===== config.mk =====
export PLATFORM = sky130hd
export DESIGN_NAME = ac3_rtp_fragment_header_gen_top_flat
export DESIGN_NICKNAME = d
export VERILOG_FILES = /design/src/sv/ac3rtp_pkg.sv /design/src/sv/ac3rtp_if.sv /design/src/sv/ac3rtp_ctrl.sv /design/src/sv/ac3rtp_dp.sv /design/src/sv/ac3_rtp_fragment_header_gen_top.sv /design/src/flat_wrapper.sv
export SDC_FILE = /design/constraint.sdc
export NUM_CORES = 1
export LEC_CHECK = 0
export ABC_AREA = 1
export ABC_CLOCK_PERIOD_IN_PS = 4000
export BUFFER_PORTS_ARGS = -buffer_cell sky130_fd_sc_hd__buf_4
export CORE_MARGIN = 10
export CORE_UTILIZATION = 50
export DETAILED_ROUTE_END_ITERATION = 12
export GPL_TIMING_DRIVEN = 0
export PLACE_DENSITY = 0.67
export SETUP_SLACK_MARGIN = 0.15
export SYNTH_ARGS = -nofsm -noshare
export SYNTH_HDL_FRONTEND = slang
export SYNTH_SLANG_ARGS = --single-unit

===== constraint.sdc =====
create_clock -name clk -period 4 [get_ports clk]
set_clock_uncertainty 0.15 [all_clocks]
set_input_delay 0.2 -clock clk [delete_from_list [all_inputs] [get_ports clk]]
set_output_delay 0.2 -clock clk [all_outputs]
set_load 0.005 [all_outputs]

===== src/sv/ac3rtp_pkg.sv =====
// Package: shared constants and controller/datapath interface types.
`timescale 1ns / 1ps
package ac3rtp_pkg;

    localparam int MTU_W        = 14;
    localparam int LEN_W        = 13;
    localparam int OFF_W        = 12;
    localparam int CNT_W        = 6;
    localparam int DIV_STEP_W   = 4;

    localparam logic [MTU_W-1:0] MTU_RESET = 14'd1500;
    localparam logic [MTU_W-1:0] MTU_MIN   = 14'd72;
    localparam logic [MTU_W-1:0] MTU_MAX   = 14'd9000;
    localparam logic [MTU_W-1:0] HDR_BYTES = 14'd2;

    localparam logic [CNT_W-1:0] MAX_RESULTS = 6'd59;

    localparam logic [0:0] REG_MTU   = 1'b0;
    localparam logic [0:0] REG_DRAFT = 1'b1;

    localparam logic [7:0] DRAFT_NDU      = 8'd1;
    localparam logic [7:0] FT_WHOLE       = 8'd0;
    localparam logic [7:0] FT_FIRST_FIVE  = 8'd1;
    localparam logic [7:0] FT_FIRST_OTHER = 8'd2;
    localparam logic [7:0] FT_LATER       = 8'd3;

    typedef struct packed {
        logic load;
        logic div_step;
        logic emit;
    } ac3rtp_cmd_t;

    typedef struct packed {
        logic unfrag;
        logic div_last;
        logic last;
    } ac3rtp_status_t;

endpackage


===== src/sv/ac3rtp_if.sv =====
// Interfaces: frame input channel and packet descriptor output channel.
`timescale 1ns / 1ps
interface ac3rtp_frame_if;
    logic        valid;
    logic        ready;
    logic [12:0] frame_length;
    logic        in_frame_start;
    logic        in_frame_end;

    modport source (output valid, frame_length, in_frame_start, in_frame_end, input ready);
    modport sink (input valid, frame_length, in_frame_start, in_frame_end, output ready);
endinterface

interface ac3rtp_pkt_if;
    logic        valid;
    logic        ready;
    logic [7:0]  header_byte0;
    logic [7:0]  header_byte1;
    logic [11:0] payload_offset;
    logic [12:0] payload_length;
    logic        out_frame_start;
    logic        out_frame_end;
    logic        last_packet;

    modport source (output valid, header_byte0, header_byte1, payload_offset,
                    payload_length, out_frame_start, out_frame_end, last_packet,
                    input ready);
    modport sink (input valid, header_byte0, header_byte1, payload_offset,
                  payload_length, out_frame_start, out_frame_end, last_packet,
                  output ready);
endinterface


===== src/sv/ac3rtp_ctrl.sv =====
// Controller: sequences load, fragment-count division and descriptor emission.
`timescale 1ns / 1ps
module ac3rtp_ctrl
(
    input  logic                    clk,
    input  logic                    rst_n,
    input  logic                    in_valid,
    output logic                    in_ready,
    output logic                    out_valid,
    input  logic                    out_ready,
    input  ac3rtp_pkg::ac3rtp_status_t status,
    output ac3rtp_pkg::ac3rtp_cmd_t    cmd
);
    import ac3rtp_pkg::*;

    typedef enum logic [1:0] {
        ST_IDLE,
        ST_DIV,
        ST_EMIT
    } state_t;

    state_t state_reg;
    logic   out_valid_reg;

    always_comb
    begin
        in_ready     = (state_reg == ST_IDLE);
        cmd.load     = in_valid && in_ready;
        cmd.div_step = (state_reg == ST_DIV);
        cmd.emit     = (state_reg == ST_EMIT) && (!out_valid_reg || out_ready);
        out_valid    = out_valid_reg;
    end

    always_ff @(posedge clk or negedge rst_n)
    begin
        if (!rst_n)
        begin
            state_reg     <= ST_IDLE;
            out_valid_reg <= 1'b0;
        end
        else
        begin
            if (cmd.emit)
                out_valid_reg <= 1'b1;
            else if (out_ready)
                out_valid_reg <= 1'b0;

            unique case (state_reg)
                ST_IDLE:
                begin
                    if (cmd.load)
                        state_reg <= status.unfrag ? ST_EMIT : ST_DIV;
                end
                ST_DIV:
                begin
                    if (status.div_last)
                        state_reg <= ST_EMIT;
                end
                ST_EMIT:
                begin
                    if (cmd.emit && status.last)
                        state_reg <= ST_IDLE;
                end
                default:
                begin
                    state_reg <= ST_IDLE;
                end
            endcase
        end
    end

endmodule


===== src/sv/ac3rtp_dp.sv =====
// Datapath: config registers, bit-serial fragment divider, descriptor generation.
`timescale 1ns / 1ps
module ac3rtp_dp
#(
    parameter int MAX_FRAME_BYTES = 4096
)
(
    input  logic                      clk,
    input  logic                      rst_n,
    input  logic                      wr_en,
    input  logic [0:0]                wr_index,
    input  logic [13:0]               wr_data,
    input  logic [12:0]               frame_length,
    input  logic                      in_frame_start,
    input  logic                      in_frame_end,
    input  ac3rtp_pkg::ac3rtp_cmd_t   cmd,
    output ac3rtp_pkg::ac3rtp_status_t status,
    output logic [7:0]                header_byte0,
    output logic [7:0]                header_byte1,
    output logic [11:0]               payload_offset,
    output logic [12:0]               payload_length,
    output logic                      out_frame_start,
    output logic                      out_frame_end,
    output logic                      last_packet
);
    import ac3rtp_pkg::*;

    localparam logic [16:0] MAX_LEN = 17'(MAX_FRAME_BYTES);

    logic [MTU_W-1:0]      mtu_reg;
    logic                  draft_reg;

    logic [LEN_W-1:0]      len_reg;
    logic [MTU_W-1:0]      room_reg;
    logic                  fs_reg;
    logic                  fe_reg;
    logic                  unfrag_reg;
    logic                  five_reg;
    logic [MTU_W-1:0]      rem_reg;
    logic [LEN_W-1:0]      quo_reg;
    logic [DIV_STEP_W-1:0] step_reg;
    logic [LEN_W-1:0]      off_reg;
    logic [CNT_W-1:0]      k_reg;

    logic [7:0]            hb0_reg;
    logic [7:0]            hb1_reg;
    logic [OFF_W-1:0]      poff_reg;
    logic [LEN_W-1:0]      plen_reg;
    logic                  pfs_reg;
    logic                  pfe_reg;
    logic                  plast_reg;

    // load-time values
    logic [MTU_W-1:0]      m_clamp;
    logic [MTU_W-1:0]      room_in;
    logic [LEN_W-1:0]      len_in;
    logic                  unfrag_in;
    logic                  five_in;

    // divider step
    logic [MTU_W:0]        trial;
    logic                  q_bit;

    // emission
    logic [LEN_W-1:0]      rest;
    logic [LEN_W-1:0]      w;
    logic                  fits;
    logic                  first;
    logic                  last;
    logic [LEN_W-1:0]      frags;
    logic [7:0]            b0;
    logic [7:0]            b1;

    always_comb
    begin
        if (mtu_reg < MTU_MIN)
            m_clamp = MTU_MIN;
        else if (mtu_reg > MTU_MAX)
            m_clamp = MTU_MAX;
        else
            m_clamp = mtu_reg;
        room_in = m_clamp - HDR_BYTES;

        if (17'(frame_length) > MAX_LEN)
            len_in = MAX_LEN[LEN_W-1:0];
        else
            len_in = frame_length;

        unfrag_in = ((MTU_W)'(len_in) + HDR_BYTES) <= m_clamp;
        five_in   = ({room_in, 3'b000}) >= (17'(len_in) * 17'd5);

        trial = {rem_reg, quo_reg[LEN_W-1]};
        q_bit = trial >= {1'b0, room_reg};

        rest  = len_reg - off_reg;
        fits  = {1'b0, rest} <= room_reg;
        w     = fits ? rest : room_reg[LEN_W-1:0];
        first = (k_reg == '0);
        last  = fits || (k_reg == MAX_RESULTS - 6'd1);
        frags = unfrag_reg ? 13'd1 : quo_reg + 13'd1;

        if (draft_reg)
        begin
            b0 = DRAFT_NDU;
            b1 = {2'b00, !unfrag_reg, first && five_reg, 4'b0000};
        end
        else
        begin
            if (unfrag_reg)
                b0 = FT_WHOLE;
            else if (!first)
                b0 = FT_LATER;
            else
                b0 = five_reg ? FT_FIRST_FIVE : FT_FIRST_OTHER;
            b1 = frags[7:0];
        end

        status.unfrag   = unfrag_in;
        status.div_last = (step_reg == '0);
        status.last     = last;
    end

    always_ff @(posedge clk or negedge rst_n)
    begin
        if (!rst_n)
        begin
            mtu_reg   <= MTU_RESET;
            draft_reg <= 1'b1;
        end
        else if (wr_en)
        begin
            unique case (wr_index)
                REG_MTU:   mtu_reg   <= wr_data;
                REG_DRAFT: draft_reg <= wr_data[0];
                default:   ;
            endcase
        end
    end

    always_ff @(posedge clk)
    begin
        if (cmd.load)
        begin
            len_reg    <= len_in;
            room_reg   <= room_in;
            fs_reg     <= in_frame_start;
            fe_reg     <= in_frame_end;
            unfrag_reg <= unfrag_in;
            five_reg   <= unfrag_in || five_in;
            rem_reg    <= '0;
            quo_reg    <= len_in - 13'd1;
            step_reg   <= DIV_STEP_W'(LEN_W - 1);
            off_reg    <= '0;
            k_reg      <= '0;
        end
        else if (cmd.div_step)
        begin
            rem_reg  <= q_bit ? MTU_W'(trial - {1'b0, room_reg}) : trial[MTU_W-1:0];
            quo_reg  <= {quo_reg[LEN_W-2:0], q_bit};
            step_reg <= step_reg - 4'd1;
        end
        else if (cmd.emit)
        begin
            hb0_reg   <= b0;
            hb1_reg   <= b1;
            poff_reg  <= off_reg[OFF_W-1:0];
            plen_reg  <= w;
            pfs_reg   <= fs_reg && first;
            pfe_reg   <= fe_reg && last;
            plast_reg <= last;
            off_reg   <= off_reg + w;
            k_reg     <= k_reg + 6'd1;
        end
    end

    assign header_byte0    = hb0_reg;
    assign header_byte1    = hb1_reg;
    assign payload_offset  = poff_reg;
    assign payload_length  = plen_reg;
    assign out_frame_start = pfs_reg;
    assign out_frame_end   = pfe_reg;
    assign last_packet     = plast_reg;

endmodule


===== src/sv/ac3_rtp_fragment_header_gen_top.sv =====
// Top level: AC-3 RTP packetizer emitting one descriptor per RTP packet.
// Sequence: an unfragmented frame goes from load to descriptor emission directly;
// a fragmented frame first runs the 13-step restoring divider for the fragment count.
// Throughput: one descriptor per cycle while the output is taken;
// one frame at a time.
// Reset: asynchronous active low; mtu = 1500, draft_mode = 1, channels idle.
`timescale 1ns / 1ps
module ac3_rtp_fragment_header_gen_top
#(
    parameter int MAX_FRAME_BYTES = 4096
)
(
    input  logic        clk,
    input  logic        rst_n,
    input  logic        wr_en,
    input  logic [0:0]  wr_index,
    input  logic [13:0] wr_data,
    ac3rtp_frame_if.sink  frame_ch,
    ac3rtp_pkt_if.source  pkt_ch
);
    import ac3rtp_pkg::*;

    ac3rtp_cmd_t    cmd;
    ac3rtp_status_t status;

    ac3rtp_ctrl u_ctrl
    (
        .clk       (clk),
        .rst_n     (rst_n),
        .in_valid  (frame_ch.valid),
        .in_ready  (frame_ch.ready),
        .out_valid (pkt_ch.valid),
        .out_ready (pkt_ch.ready),
        .status    (status),
        .cmd       (cmd)
    );

    ac3rtp_dp #(
        .MAX_FRAME_BYTES (MAX_FRAME_BYTES)
    ) u_dp
    (
        .clk             (clk),
        .rst_n           (rst_n),
        .wr_en           (wr_en),
        .wr_index        (wr_index),
        .wr_data         (wr_data),
        .frame_length    (frame_ch.frame_length),
        .in_frame_start  (frame_ch.in_frame_start),
        .in_frame_end    (frame_ch.in_frame_end),
        .cmd             (cmd),
        .status          (status),
        .header_byte0    (pkt_ch.header_byte0),
        .header_byte1    (pkt_ch.header_byte1),
        .payload_offset  (pkt_ch.payload_offset),
        .payload_length  (pkt_ch.payload_length),
        .out_frame_start (pkt_ch.out_frame_start),
        .out_frame_end   (pkt_ch.out_frame_end),
        .last_packet     (pkt_ch.last_packet)
    );

endmodule

===== src/flat_wrapper.sv =====
// flat-port wrapper written by rule: the top's interface ports become plain ports
module ac3_rtp_fragment_header_gen_top_flat import ac3rtp_pkg::*;
#(
    parameter int MAX_FRAME_BYTES = 4096
)
  (clk, rst_n, wr_en, wr_index, wr_data, frame_ch_valid, frame_ch_frame_length, frame_ch_in_frame_start, frame_ch_in_frame_end, frame_ch_ready, pkt_ch_valid, pkt_ch_header_byte0, pkt_ch_header_byte1, pkt_ch_payload_offset, pkt_ch_payload_length, pkt_ch_out_frame_start, pkt_ch_out_frame_end, pkt_ch_last_packet, pkt_ch_ready);
  ac3rtp_frame_if frame_ch_i ();
  ac3rtp_pkt_if pkt_ch_i ();
  input  logic clk;
  input  logic rst_n;
  input  logic wr_en;
  input  logic [0:0] wr_index;
  input  logic [13:0] wr_data;
  input wire logic [$bits(frame_ch_i.valid)-1:0] frame_ch_valid;
  input wire logic [$bits(frame_ch_i.frame_length)-1:0] frame_ch_frame_length;
  input wire logic [$bits(frame_ch_i.in_frame_start)-1:0] frame_ch_in_frame_start;
  input wire logic [$bits(frame_ch_i.in_frame_end)-1:0] frame_ch_in_frame_end;
  output wire logic [$bits(frame_ch_i.ready)-1:0] frame_ch_ready;
  output wire logic [$bits(pkt_ch_i.valid)-1:0] pkt_ch_valid;
  output wire logic [$bits(pkt_ch_i.header_byte0)-1:0] pkt_ch_header_byte0;
  output wire logic [$bits(pkt_ch_i.header_byte1)-1:0] pkt_ch_header_byte1;
  output wire logic [$bits(pkt_ch_i.payload_offset)-1:0] pkt_ch_payload_offset;
  output wire logic [$bits(pkt_ch_i.payload_length)-1:0] pkt_ch_payload_length;
  output wire logic [$bits(pkt_ch_i.out_frame_start)-1:0] pkt_ch_out_frame_start;
  output wire logic [$bits(pkt_ch_i.out_frame_end)-1:0] pkt_ch_out_frame_end;
  output wire logic [$bits(pkt_ch_i.last_packet)-1:0] pkt_ch_last_packet;
  input wire logic [$bits(pkt_ch_i.ready)-1:0] pkt_ch_ready;
  assign frame_ch_i.valid = frame_ch_valid;
  assign frame_ch_i.frame_length = frame_ch_frame_length;
  assign frame_ch_i.in_frame_start = frame_ch_in_frame_start;
  assign frame_ch_i.in_frame_end = frame_ch_in_frame_end;
  assign frame_ch_ready = frame_ch_i.ready;
  assign pkt_ch_valid = pkt_ch_i.valid;
  assign pkt_ch_header_byte0 = pkt_ch_i.header_byte0;
  assign pkt_ch_header_byte1 = pkt_ch_i.header_byte1;
  assign pkt_ch_payload_offset = pkt_ch_i.payload_offset;
  assign pkt_ch_payload_length = pkt_ch_i.payload_length;
  assign pkt_ch_out_frame_start = pkt_ch_i.out_frame_start;
  assign pkt_ch_out_frame_end = pkt_ch_i.out_frame_end;
  assign pkt_ch_last_packet = pkt_ch_i.last_packet;
  assign pkt_ch_i.ready = pkt_ch_ready;
  ac3_rtp_fragment_header_gen_top #(.MAX_FRAME_BYTES(MAX_FRAME_BYTES)) u_core (.clk(clk), .rst_n(rst_n), .wr_en(wr_en), .wr_index(wr_index), .wr_data(wr_data), .frame_ch(frame_ch_i), .pkt_ch(pkt_ch_i));
endmodule

==> results of run 1 <==
-- per-stage QoR --
stage / area [um2] / instances / setup TNS [ns] / utilization
final: 12800 / 1684 / -3.23 / 0.660
after global routing: 12800 / 1684 / -5.02 / 0.660
after CTS: 12400 / 1675 / -1.05 / 0.639
after detailed placement: 10900 / 1590 / -5.36 / 0.560
after global placement: 10900 / 1589 / -5.28 / 0.559
after floorplan: 10000 / 1251 / 0 / -
-- layout make-up --
type                    count  area, um2  area share
clock inverters            12        139      0.0108
well taps                 265        332      0.0258
flip-flops and latches    137       3690       0.287
clock buffers              20        447      0.0348
inverters                 178        682      0.0531
repair buffers            136       1110      0.0862
multi-input cells         912       6280       0.489
plain buffers              24        169      0.0132
-- worst paths after layout --
check                                                   to  slack, ns  cells after the start
worst min register to register     u_core.u_dp.step_reg[0]       0.32                      1
min in group asynchronous          u_core.u_dp.mtu_reg[12]       0.05                      2
max in group asynchronous            u_core.u_dp.draft_reg       3.37                      2
worst max-delay path                u_core.u_dp.off_reg[8]      -0.42                     28
worst min-delay path            u_core.u_ctrl.state_reg[0]       0.03                      5
worst max register to register      u_core.u_dp.off_reg[8]      -0.42                     28
-- Yosys cell counts (22+ instances only) --
| cell | n |
|---|---|
| nand4_1 | 22 |
| dfxtp_1 | 37 |
| xor2_1 | 34 |
| edfxtp_1 | 82 |
| nor2_1 | 113 |
| nand2_1 | 266 |
| inv_1 | 172 |
| a21oi_1 | 84 |
| nand3_1 | 66 |
| o21ai_0 | 73 |
| nor3_1 | 22 |
| ha_1 | 110 |
-- worst max-delay path, delay by kind of cell, from the launching register on --
kind / cells / cell delay [ns]
xor+xnor: 2 / 0.31
compound gates: 5 / 0.53
flops: 1 / 0.37
buf+inv: 8 / 0.64
simple gates: 9 / 1.08
fa+ha+maj: 4 / 1.21
-- cell families after synthesis --
group	after synthesis
simple gates	530
compound gates	201
buf+inv	202
mux	5
fa+ha+maj	114
flops	137
other cells	2
xor+xnor	54
-- report_power, final --
part	internal [W]	leakage (nW)	total (W)	switching [W]
sequential	0.00224	1.29	0.00253	0.000289
combinational	0.00376	4.25	0.00874	0.00498
clock	0.000943	0.274	0.00160	0.000655
-- metal layers --
layer | share of wire | vias to the layer above | GRT usage
li1 | - | 4486 | -
met1 | 0.42 | 4152 | 0.238
met2 | 0.50 | 267 | 0.367
met3 | 0.045 | 80 | 0.0345
met4 | 0.033 | 0 | 0.0840
met5 | 0 | - | 0
-- what timing repair did --
item / in CTS / in global routing
hold buffers: 20 / 0
gates resized for setup: 121 / 68
endpoints found under the hold margin: 36 / 0
buffers inserted: 31 / 9
cloned: 2 / 0
endpoints found under the setup margin: 13 / 13
pin swaps: 39 / 21
==> summary.md, run 1 <==
| Metric | Value |
|---|---|
| # DRC | 0 |
| Antenna viol nets, final | 0 |
| Total number of vias | 8985 |
| Post-synthesis sequential area ratio | 0.370 |
| Initial Utilization | 0.509 |
| Mux share of post-synthesis cell area | 0.00568 |
| CP most frequent cell | inv_1 |
| CTS root buffer | clkbuf_16 |
| RSZ-0062 raised after global routing | yes |
| I/O pin count | 81 |
| Setup Viol. Count Final | 11 |
| Die Height | 161 um |
| Port bufs | 73 |
| Hold Violations, Final | 0 |
| Leak pwr | 5.81 nW |
| Cts bufs inserted | 17 |
| Initial antenna violation count | 0 |
| Area growth syn-to-layout | 29.6% |
| CTS max path bufs | 2 |
| Largest family of logic cells by synthesized area | simple AND/OR/NAND/NOR gates |
| Worst hold path class | in2reg |
| Fin crit period | 4.42 ns |
| Ys async rst share | 0.131 |
| GRT Resource Usage Total | 0.205 |
| Largest cells by area after synthesis | edfxtp_1, ha_1, nand2_1, dfxtp_1, inv_1 |
| Simple-gate share of the synthesized area | 0.237 |
| Adder-cell share of the synthesized area | 0.147 |
| TritonCTS clock tree | built |
| CTS sink count | 137 |
| Final HPWL DP | 20000 um |
| Power density over the cells | 1000 nW/um2 |
| Slew headroom | 0.362 |
| Hold_sp | frame_ch_valid |
| Compound-Gate Fraction of Synth Area | 0.111 |
| Commonest non-fill, non-tap cell in the layout | nand2_1 |
| Peak VDD IR | 0.601 mV |
| Core outline area | 19500 um2 |
| Final WS setup | -0.419 ns |
| Die area | 25900 um2 |
| WL/cell | 16.4 um |
| Clock slew at reported path FFs | 0.06 ns |
| Top cell type's share of synthesized area | 0.248 |
| MaxCap Viol Count | 0 |
| Failing checks | negative setup slack |
| Slowest CP cell | fa_2 |
| Antenna Cells | 0 |
| First-pass GRT wire length | 43100 um |
| Worst R2R Start | u_core.u_dp.off_reg[8] |
| Via density | 5.34 |
| Netlist Area Pre-Place | 9910 um2 |
| Status | finished, violations left |
| WP data arrival | 4.59 ns |
| CP required | 4.17 ns |
| GP Congestion | 0.943 |
| Yosys top cell by area | edfxtp_1 |
| Vias in the first global route | 8815 |
| Pre-CTS setup slack | -0.684 ns |
| CP max FO | 8 |
| Fmax | 226 MHz |
| Final hold slack | 0.0299 ns |
| Total power | 0.0129 W |
| CP peak stage delay | 0.38 ns |
| Max H-tree Level | 4 |
| Final max-slew violation count | 0 |
| Post-Synth XOR/XNOR Area | 0.0477 |
| Worst Tran Pin Value | 0.957 ns |
| DRT Wirelength | 27600 um |
| Clock Latency Late Sink | 0.43 ns |
| Layout Nets | 1555 |
| Largest net degree at the start of global routing | 41 |
| Distinct cells, synth | 52 |
| Syn Area/Cell | 7.96 um2 |
| FF+latch count, synth | 137 |
| Top FF cell, synth | edfxtp_1 |
| Rows | 51 |
| EDFF count, synth | 82 |
| Grt ovf | 0 |
| Startpoint types | flop |
| Critical Path Source | u_core.u_dp.off_reg[8] |
| Fillers | 1586 |
| Gate count after technology mapping | 1245 |
| CP Capture Type | flop |
| Fraction of layout cells with a size suffix above 1 | 0.254 |
| CP Class | reg2reg |
| Iteration-0 DRC Markers | 542 |
| Drt first pass iters | 7 |
| Ys Warns | 0 |
| Post-route clock period utilization | 1.10 |
| Die width | 161 um |
| Commonest cells after routing, fill and taps aside | nand2_1, inv_1, buf_4, nor2_1, ha_1 |
Power figures use the tool's default switching activity.
==> inputs of run 2 (changes only) <==
--- a/config.mk
+++ b/config.mk
@@ -16,4 +16,5 @@
 export SETUP_SLACK_MARGIN = 0.15
 export SYNTH_ARGS = -nofsm -noshare
 export SYNTH_HDL_FRONTEND = slang
+export SYNTH_HIERARCHICAL = 1
 export SYNTH_SLANG_ARGS = --single-unit
==> run 2 against run 1 <==
Effect of this change:
- the flow still finishes with violations (negative setup slack)
- via count grew 1.1%
- setup slack worse by 0.16 ns
- combinational power down 18%
- fmax shrank 3.5%
- wire length grew 3.3%
- global-route usage grew 0.75 points
- core utilization rose by 0.11 points
- synthesized cell count grew 2.4%
- first-iteration DRC count increased by 28%
- die area up 1.5%
- register-to-register slack got worse by 0.16 ns
- non-clock buffer count grew 6
==> summary.md, run 2 <==
| Metric | Value |
|---|---|
| Status | finished, violations left |
| Failing checks | negative setup slack |
| Top cell type's share of synthesized area | 0.244 |
| Top-count cell post-synth | nand2_1 |
| RSZ-0062 raised after global routing | yes |
| Layout Cells excl Fill | 1718 |
| CP Capture Type | flop |
| Ys async rst share | 0.131 |
| Pre-CTS setup slack | -0.961 ns |
| DRT Wirelength | 28500 um |
| Distinct cells, synth | 55 |
| GP Congestion | 0.940 |
| Startpoint types | flop |
| Final max-slew violation count | 0 |
| Setup TNS | -4.39 ns |
| Grt ovf | 0 |
| MaxCap Viol Count | 0 |
| Internal reg-to-reg setup slack | -0.58 ns |
| Placed Area | 11100 um2 |
| Die Height | 162 um |
| Fraction of layout cells with a size suffix above 1 | 0.249 |
| Hold depth | 5 |
| Die width | 162 um |
| Via density | 5.29 |
| Vias in the first global route | 8835 |
| Simple-gate share of the synthesized area | 0.241 |
| Commonest non-fill, non-tap cell in the layout | nand2_1 |
| Largest net degree at the start of global routing | 28 |
| Netlist Area Pre-Place | 10100 um2 |
| CTS sink count | 137 |
| CTS root buffer | clkbuf_16 |
| Area growth syn-to-layout | 28.9% |
| WP data arrival | 4.75 ns |
| CP Class | reg2reg |
| Core outline area | 19700 um2 |
| GRT Resource Usage Total | 0.213 |
| Worst Tran Pin Value | 0.971 ns |
| Gate count after technology mapping | 1275 |
| Final WS setup | -0.580 ns |
| FF+latch count, synth | 137 |
| Port bufs | 74 |
| Top FF cell, synth | edfxtp_1 |
| Worst hold path class | in2reg |
| Power density over the cells | 858 nW/um2 |
| Post-route clock period utilization | 1.14 |
| Largest cells by area after synthesis | edfxtp_1, ha_1, nand2_1, dfxtp_1, inv_1 |
| CP peak stage delay | 0.47 ns |
| Yosys top cell by area | edfxtp_1 |
| Rows | 51 |
| CP max FO | 7 |
| Ys Warns | 6 |
| Slew headroom | 0.344 |
| Clock Latency Late Sink | 0.42 ns |
| CP required | 4.17 ns |
| Die area | 26200 um2 |
| R2R depth | 26 |
| Syn Area/Cell | 7.90 um2 |
| CTS max path bufs | 2 |
| Final hold slack | 0.0126 ns |
| TritonCTS clock tree | built |
| WL/cell | 16.6 um |
| FF-to-FF End | u_core/u_dp/off_reg[12] |
| Commonest cells after routing, fill and taps aside | nand2_1, inv_1, buf_4, nor2_1, ha_1 |
| Cts bufs inserted | 17 |
| Hold Violations, Final | 0 |
| CP most frequent cell | nor2_1 |
| Antenna viol nets, final | 0 |
| Fillers | 1684 |
| Mux share of post-synthesis cell area | 0.00335 |
| Fin crit period | 4.58 ns |
| Fin area | 13000 um2 |
| Leak pwr | 5.96 nW |
| Largest family of logic cells by synthesized area | simple AND/OR/NAND/NOR gates |
| Final HPWL DP | 21400 um |
| EDFF count, synth | 82 |
| Setup Viol. Count Final | 11 |
| # DRC | 0 |
| Drt first pass iters | 5 |
| Initial Utilization | 0.513 |
| Post-synthesis sequential area ratio | 0.364 |
| Max H-tree Level | 4 |
| Commonest cells in the netlist | nand2_1, inv_1, nor2_1 |
| Clock slew at reported path FFs | 0.06 ns |
| Initial antenna violation count | 0 |
| Worst R2R Start | u_core/u_dp/len_reg[1] |
| Post-Synth XOR/XNOR Area | 0.0478 |
| I/O pin count | 81 |
| Adder-cell share of the synthesized area | 0.145 |
| WHS Endpoint | u_core/u_ctrl/state_reg[1] |
| Layout Nets | 1589 |
| Hold_sp | frame_ch_valid |
| First-pass GRT wire length | 44700 um |
| Peak VDD IR | 0.494 mV |
| Fmax | 218 MHz |
| Slowest CP cell | edfxtp_1 |
| Iteration-0 DRC Markers | 695 |
| Antenna Cells | 0 |
| Total number of vias | 9083 |
| Inst Count DP | 1622 |
| Compound-Gate Fraction of Synth Area | 0.111 |
[run 2: layer usage]
metal	GRT usage	share of wire
met1	0.260	0.43
met2	0.364	0.48
met3	0.0480	0.065
met4	0.0662	0.027
met5	0	0
[run 2: area by class of cell]
| cell class | count | area [um2] | area share |
|---|---|---|---|
| clock inverter | 9 | 61.3 | 0.00472 |
| timing repair buffer | 140 | 1170 | 0.0898 |
| multi-input combinational | 924 | 6310 | 0.486 |
| clock buffer | 23 | 499 | 0.0384 |
| sequential | 137 | 3680 | 0.283 |
| buffer | 26 | 184 | 0.0142 |
| inverter | 194 | 756 | 0.0582 |
| tap | 265 | 332 | 0.0255 |
[run 2: logic make-up (layout without fill, tap and decap cells)]
group,after synthesis,in the layout
mux,3,3
fa+ha+maj,114,114
compound gates,209,209
xor+xnor,55,55
buf+inv,220,392
other cells,1,7
flops,137,137
simple gates,536,536
[run 2: worst max path at each step]
| stage | from | to | cells after the start |
|---|---|---|---|
| 6_report | u_core/u_dp/len_reg[1] | u_core/u_dp/off_reg[12] | 26 |
| 2_1_floorplan | u_core/u_dp/len_reg[0] | u_core/u_dp/off_reg[12] | 30 |
| 4_1_cts | u_core/u_dp/len_reg[0] | u_core/u_dp/off_reg[12] | 30 |
| 3_5_place_dp | u_core/u_dp/off_reg[3] | u_core/u_dp/off_reg[12] | 28 |
| 3_3_place_gp | u_core/u_ctrl/state_reg[1] | u_core/u_dp/out_frame_end | 4 |
| 5_1_grt | u_core/u_dp/len_reg[6] | u_core/u_dp/off_reg[12] | 29 |
[run 2: worst max-delay path, delay by kind of cell (launching register included)]
kind	cells	cell delay [ns]
and+or+nand+nor	12	1.34
buffers and inverters	4	0.40
AOI/OAI and AO/OA	6	0.95
adders and majority gates	3	0.84
DFF	1	0.47
xor gates and xnor gates	1	0.30
[run 2: repair_timing]
item                                    in CTS  in global routing
gates resized for setup                     86                104
hold endpoints to repair                    37                  0
cloned                                       1                  0
pin swaps                                   39                 38
setup buffers                               27                 16
endpoints found under the setup margin      15                 16
hold buffers                                20                  0
[run 2: stage by stage]
step	utilization	power [W]
after global routing	0.661	0.0121
after CTS	0.632	0.0102
after floorplan	-	0.00628
after global placement	0.562	0.00769
after detailed placement	0.565	0.00779
final	0.661	0.0111
[run 2: power by group]
part | switching, W | leakage [nW] | internal, W
Clock | 0.000614 | 0.279 | 0.000880
Sequential | 0.000286 | 1.28 | 0.00217
Combinational | 0.00417 | 4.41 | 0.00302
Total | 0.00507 | 5.96 | 0.00607
==> inputs of run 3 (changes only) <==
--- a/config.mk
+++ b/config.mk
@@ -9,10 +9,10 @@
 export ABC_CLOCK_PERIOD_IN_PS = 4000
 export BUFFER_PORTS_ARGS = -buffer_cell sky130_fd_sc_hd__buf_4
 export CORE_MARGIN = 10
-export CORE_UTILIZATION = 50
+export CORE_UTILIZATION = 48
 export DETAILED_ROUTE_END_ITERATION = 12
 export GPL_TIMING_DRIVEN = 0
-export PLACE_DENSITY = 0.67
+export PLACE_DENSITY = 0.65
 export SETUP_SLACK_MARGIN = 0.15
 export SYNTH_ARGS = -nofsm -noshare
 export SYNTH_HDL_FRONTEND = slang
==> run 3 against run 2 <==
Effect of this change:
- the run still ends with negative setup slack left
- clock power grew 17%
- cell count grew 2.3%
- non-clock buffer count grew 35
- setup slack lost 0.090 ns
- fmax shrank 1.9%
- wire length grew 6.5%
- global-route usage shrank 0.19 points
==> summary.md, run 3 (same netlist as run 2, synthesis figures left out) <==
| Metric | Value |
|---|---|
| Core Util, Final | 0.673 |
| Final HPWL DP | 21500 um |
| Worst hold path class | in2reg |
| Fmax | 214 MHz |
| GRT Resource Usage Total | 0.211 |
| WL/cell | 17.3 um |
| Antenna viol nets, final | 0 |
| Share of power burned in registers | 0.190 |
| Iteration-0 DRC Markers | 714 |
| Fin area | 13700 um2 |
| Clock Latency Late Sink | 0.43 ns |
| Slew headroom | 0.164 |
| Die area | 27200 um2 |
| Post-route clock period utilization | 1.17 |
| Layout Nets | 1624 |
| Area growth syn-to-layout | 36.4% |
| Commonest non-fill, non-tap cell in the layout | nand2_1 |
| Clock slew at reported path FFs | 0.06 ns |
| I/O pin count | 81 |
| Pre-CTS setup slack | -1.00 ns |
| MaxCap Viol Count | 0 |
| CP peak stage delay | 0.44 ns |
| Initial Utilization | 0.493 |
| Inst Count DP | 1627 |
| Cts bufs inserted | 17 |
| CP Capture Type | flop |
| Layout Cells excl Fill | 1758 |
| Vias in the first global route | 9153 |
| Leak pwr | 6.23 nW |
| Gate power share | 0.677 |
| Die Height | 165 um |
| RSZ-0062 raised after global routing | yes |
| TritonCTS clock tree | built |
| Via density | 5.41 |
| Worst R2R Start | u_core/u_dp/len_reg[2] |
| Switching power | 0.00597 W |
| Largest net degree at the start of global routing | 28 |
| CTS max path bufs | 2 |
| Worst Path Buf+Inv | 6 |
| Total power | 0.0131 W |
| Net Sw Frac | 0.457 |
| Hold depth | 5 |
| Critical path's top delay family | simple AND/OR/NAND/NOR gates |
| First-pass GRT wire length | 45700 um |
| DRT Wirelength | 30300 um |
| Worst Tran Pin Value | 1.25 ns |
| Setup Viol. Count Final | 12 |
| R2R depth | 28 |
| Drt first pass iters | 5 |
| Fin crit period | 4.67 ns |
| Int Power | 0.00710 W |
| CP max FO | 7 |
| Slowest CP cell | edfxtp_1 |
| Fraction of layout cells with a size suffix above 1 | 0.299 |
| Hold_sp | frame_ch_valid |
| GP Congestion | 0.932 |
| Placed Area | 11100 um2 |
| Initial antenna violation count | 0 |
| Commonest cells after routing, fill and taps aside | nand2_1, inv_1, buf_4, nor2_1, edfxtp_1 |
| Max H-tree Level | 4 |
| FF-to-FF End | u_core/u_dp/off_reg[12] |
| Peak VDD IR | 0.652 mV |
| Hold Violations, Final | 0 |
| Clock Power Share | 0.133 |
| Final max-slew violation count | 0 |
| Total number of vias | 9507 |
| Startpoint types | flop |
| Port bufs | 74 |
| CTS root buffer | clkbuf_16 |
| Failing checks | negative setup slack |
| Core outline area | 20400 um2 |
| Die width | 165 um |
| Rows | 52 |
| CTS sink count | 137 |
| Final WS setup | -0.670 ns |
| Status | finished, violations left |
| Antenna Cells | 0 |
| WP data arrival | 4.88 ns |
| CP required | 4.21 ns |
| # DRC | 0 |
| Internal reg-to-reg setup slack | -0.67 ns |
| Power density over the cells | 951 nW/um2 |
| Grt ovf | 0 |
| CP Class | reg2reg |
| WHS Endpoint | u_core/u_ctrl/state_reg[1] |
-- run 3: cell count changes in the layout (fill, tap and decap cells not counted), sizes merged --
cell,change
bufbuf,-1
buf,+36
clkbuf,-5
bufinv,+5
-- run 3: area by class of cell --
class                   count  area, um2
well taps                 270        338
repair buffers            175       1450
multi-input cells         924       6680
flip-flops and latches    137       3680
fillers                  1644       6690
clock buffers              18        429
clock inverters            14        219
plain buffers              26        186
inverters                 194        751
-- run 3: metal layers --
| metal | vias up | routed length, um | global-route usage |
|---|---|---|---|
| met1 | 4452 | 12700 | 0.267 |
| li1 | 4647 | - | - |
| met5 | - | 0 | 0 |
| met4 | 0 | 1210 | 0.0862 |
| met2 | 330 | 14500 | 0.346 |
| met3 | 78 | 1930 | 0.0396 |
-- run 3: worst max path at each step --
| stage | from | to | slack, ns | depth (start not counted) |
|---|---|---|---|---|
| detailed placement | u_core/u_dp/off_reg[1] | u_core/u_dp/off_reg[11] | -1.00 | 27 |
| finish | u_core/u_dp/len_reg[2] | u_core/u_dp/off_reg[12] | -0.67 | 28 |
| CTS | u_core/u_dp/len_reg[0] | u_core/u_dp/off_reg[12] | -0.42 | 29 |
| global route | u_core/u_dp/off_reg[3] | u_core/u_dp/off_reg[12] | -0.83 | 29 |
| floorplan | u_core/u_dp/len_reg[0] | u_core/u_dp/off_reg[12] | -0.09 | 30 |
| global placement | u_core/u_ctrl/state_reg[1] | u_core/u_dp/payload_offset[2] | -1.11 | 4 |
-- run 3: metrics by stage --
step           hold slack (ns)  TNS (ns)
3_5_place_dp           -0.0643     -9.91
3_3_place_gp           -0.0654    -65.81
6_report              0.000195     -4.75
5_1_grt                 0.0255     -6.25
4_1_cts                0.00236     -2.79
2_1_floorplan           -0.246    -0.141
-- run 3: worst reg2reg max path: cells and delay by family, from the launching register on --
kind,cells,cell delay (ns)
DFF,1,0.44
and+or+nand+nor,12,1.40
adders and majority gates,4,1.15
xor gates and xnor gates,1,0.29
buffers and inverters,6,0.47
AOI/OAI and AO/OA,5,0.72
-- run 3: what timing repair did --
action / 4_1_cts / 5_1_grt
hold buffers: 20 / 0
setup buffers: 55 / 23
resized for setup: 140 / 134
endpoints found under the setup margin: 14 / 16
gates cloned: 1 / 0
pin swaps: 39 / 75
endpoints found under the hold margin: 37 / 0
-- run 3: power by group through the flow --
stage               clock (W)  combinational (W)  sequential [W]
floorplan                   0            0.00388         0.00240
global placement            0            0.00526         0.00245
detailed placement          0            0.00537         0.00245
CTS                   0.00176            0.00706         0.00246
global route          0.00183            0.00950         0.00253
finish                0.00174            0.00884         0.00248
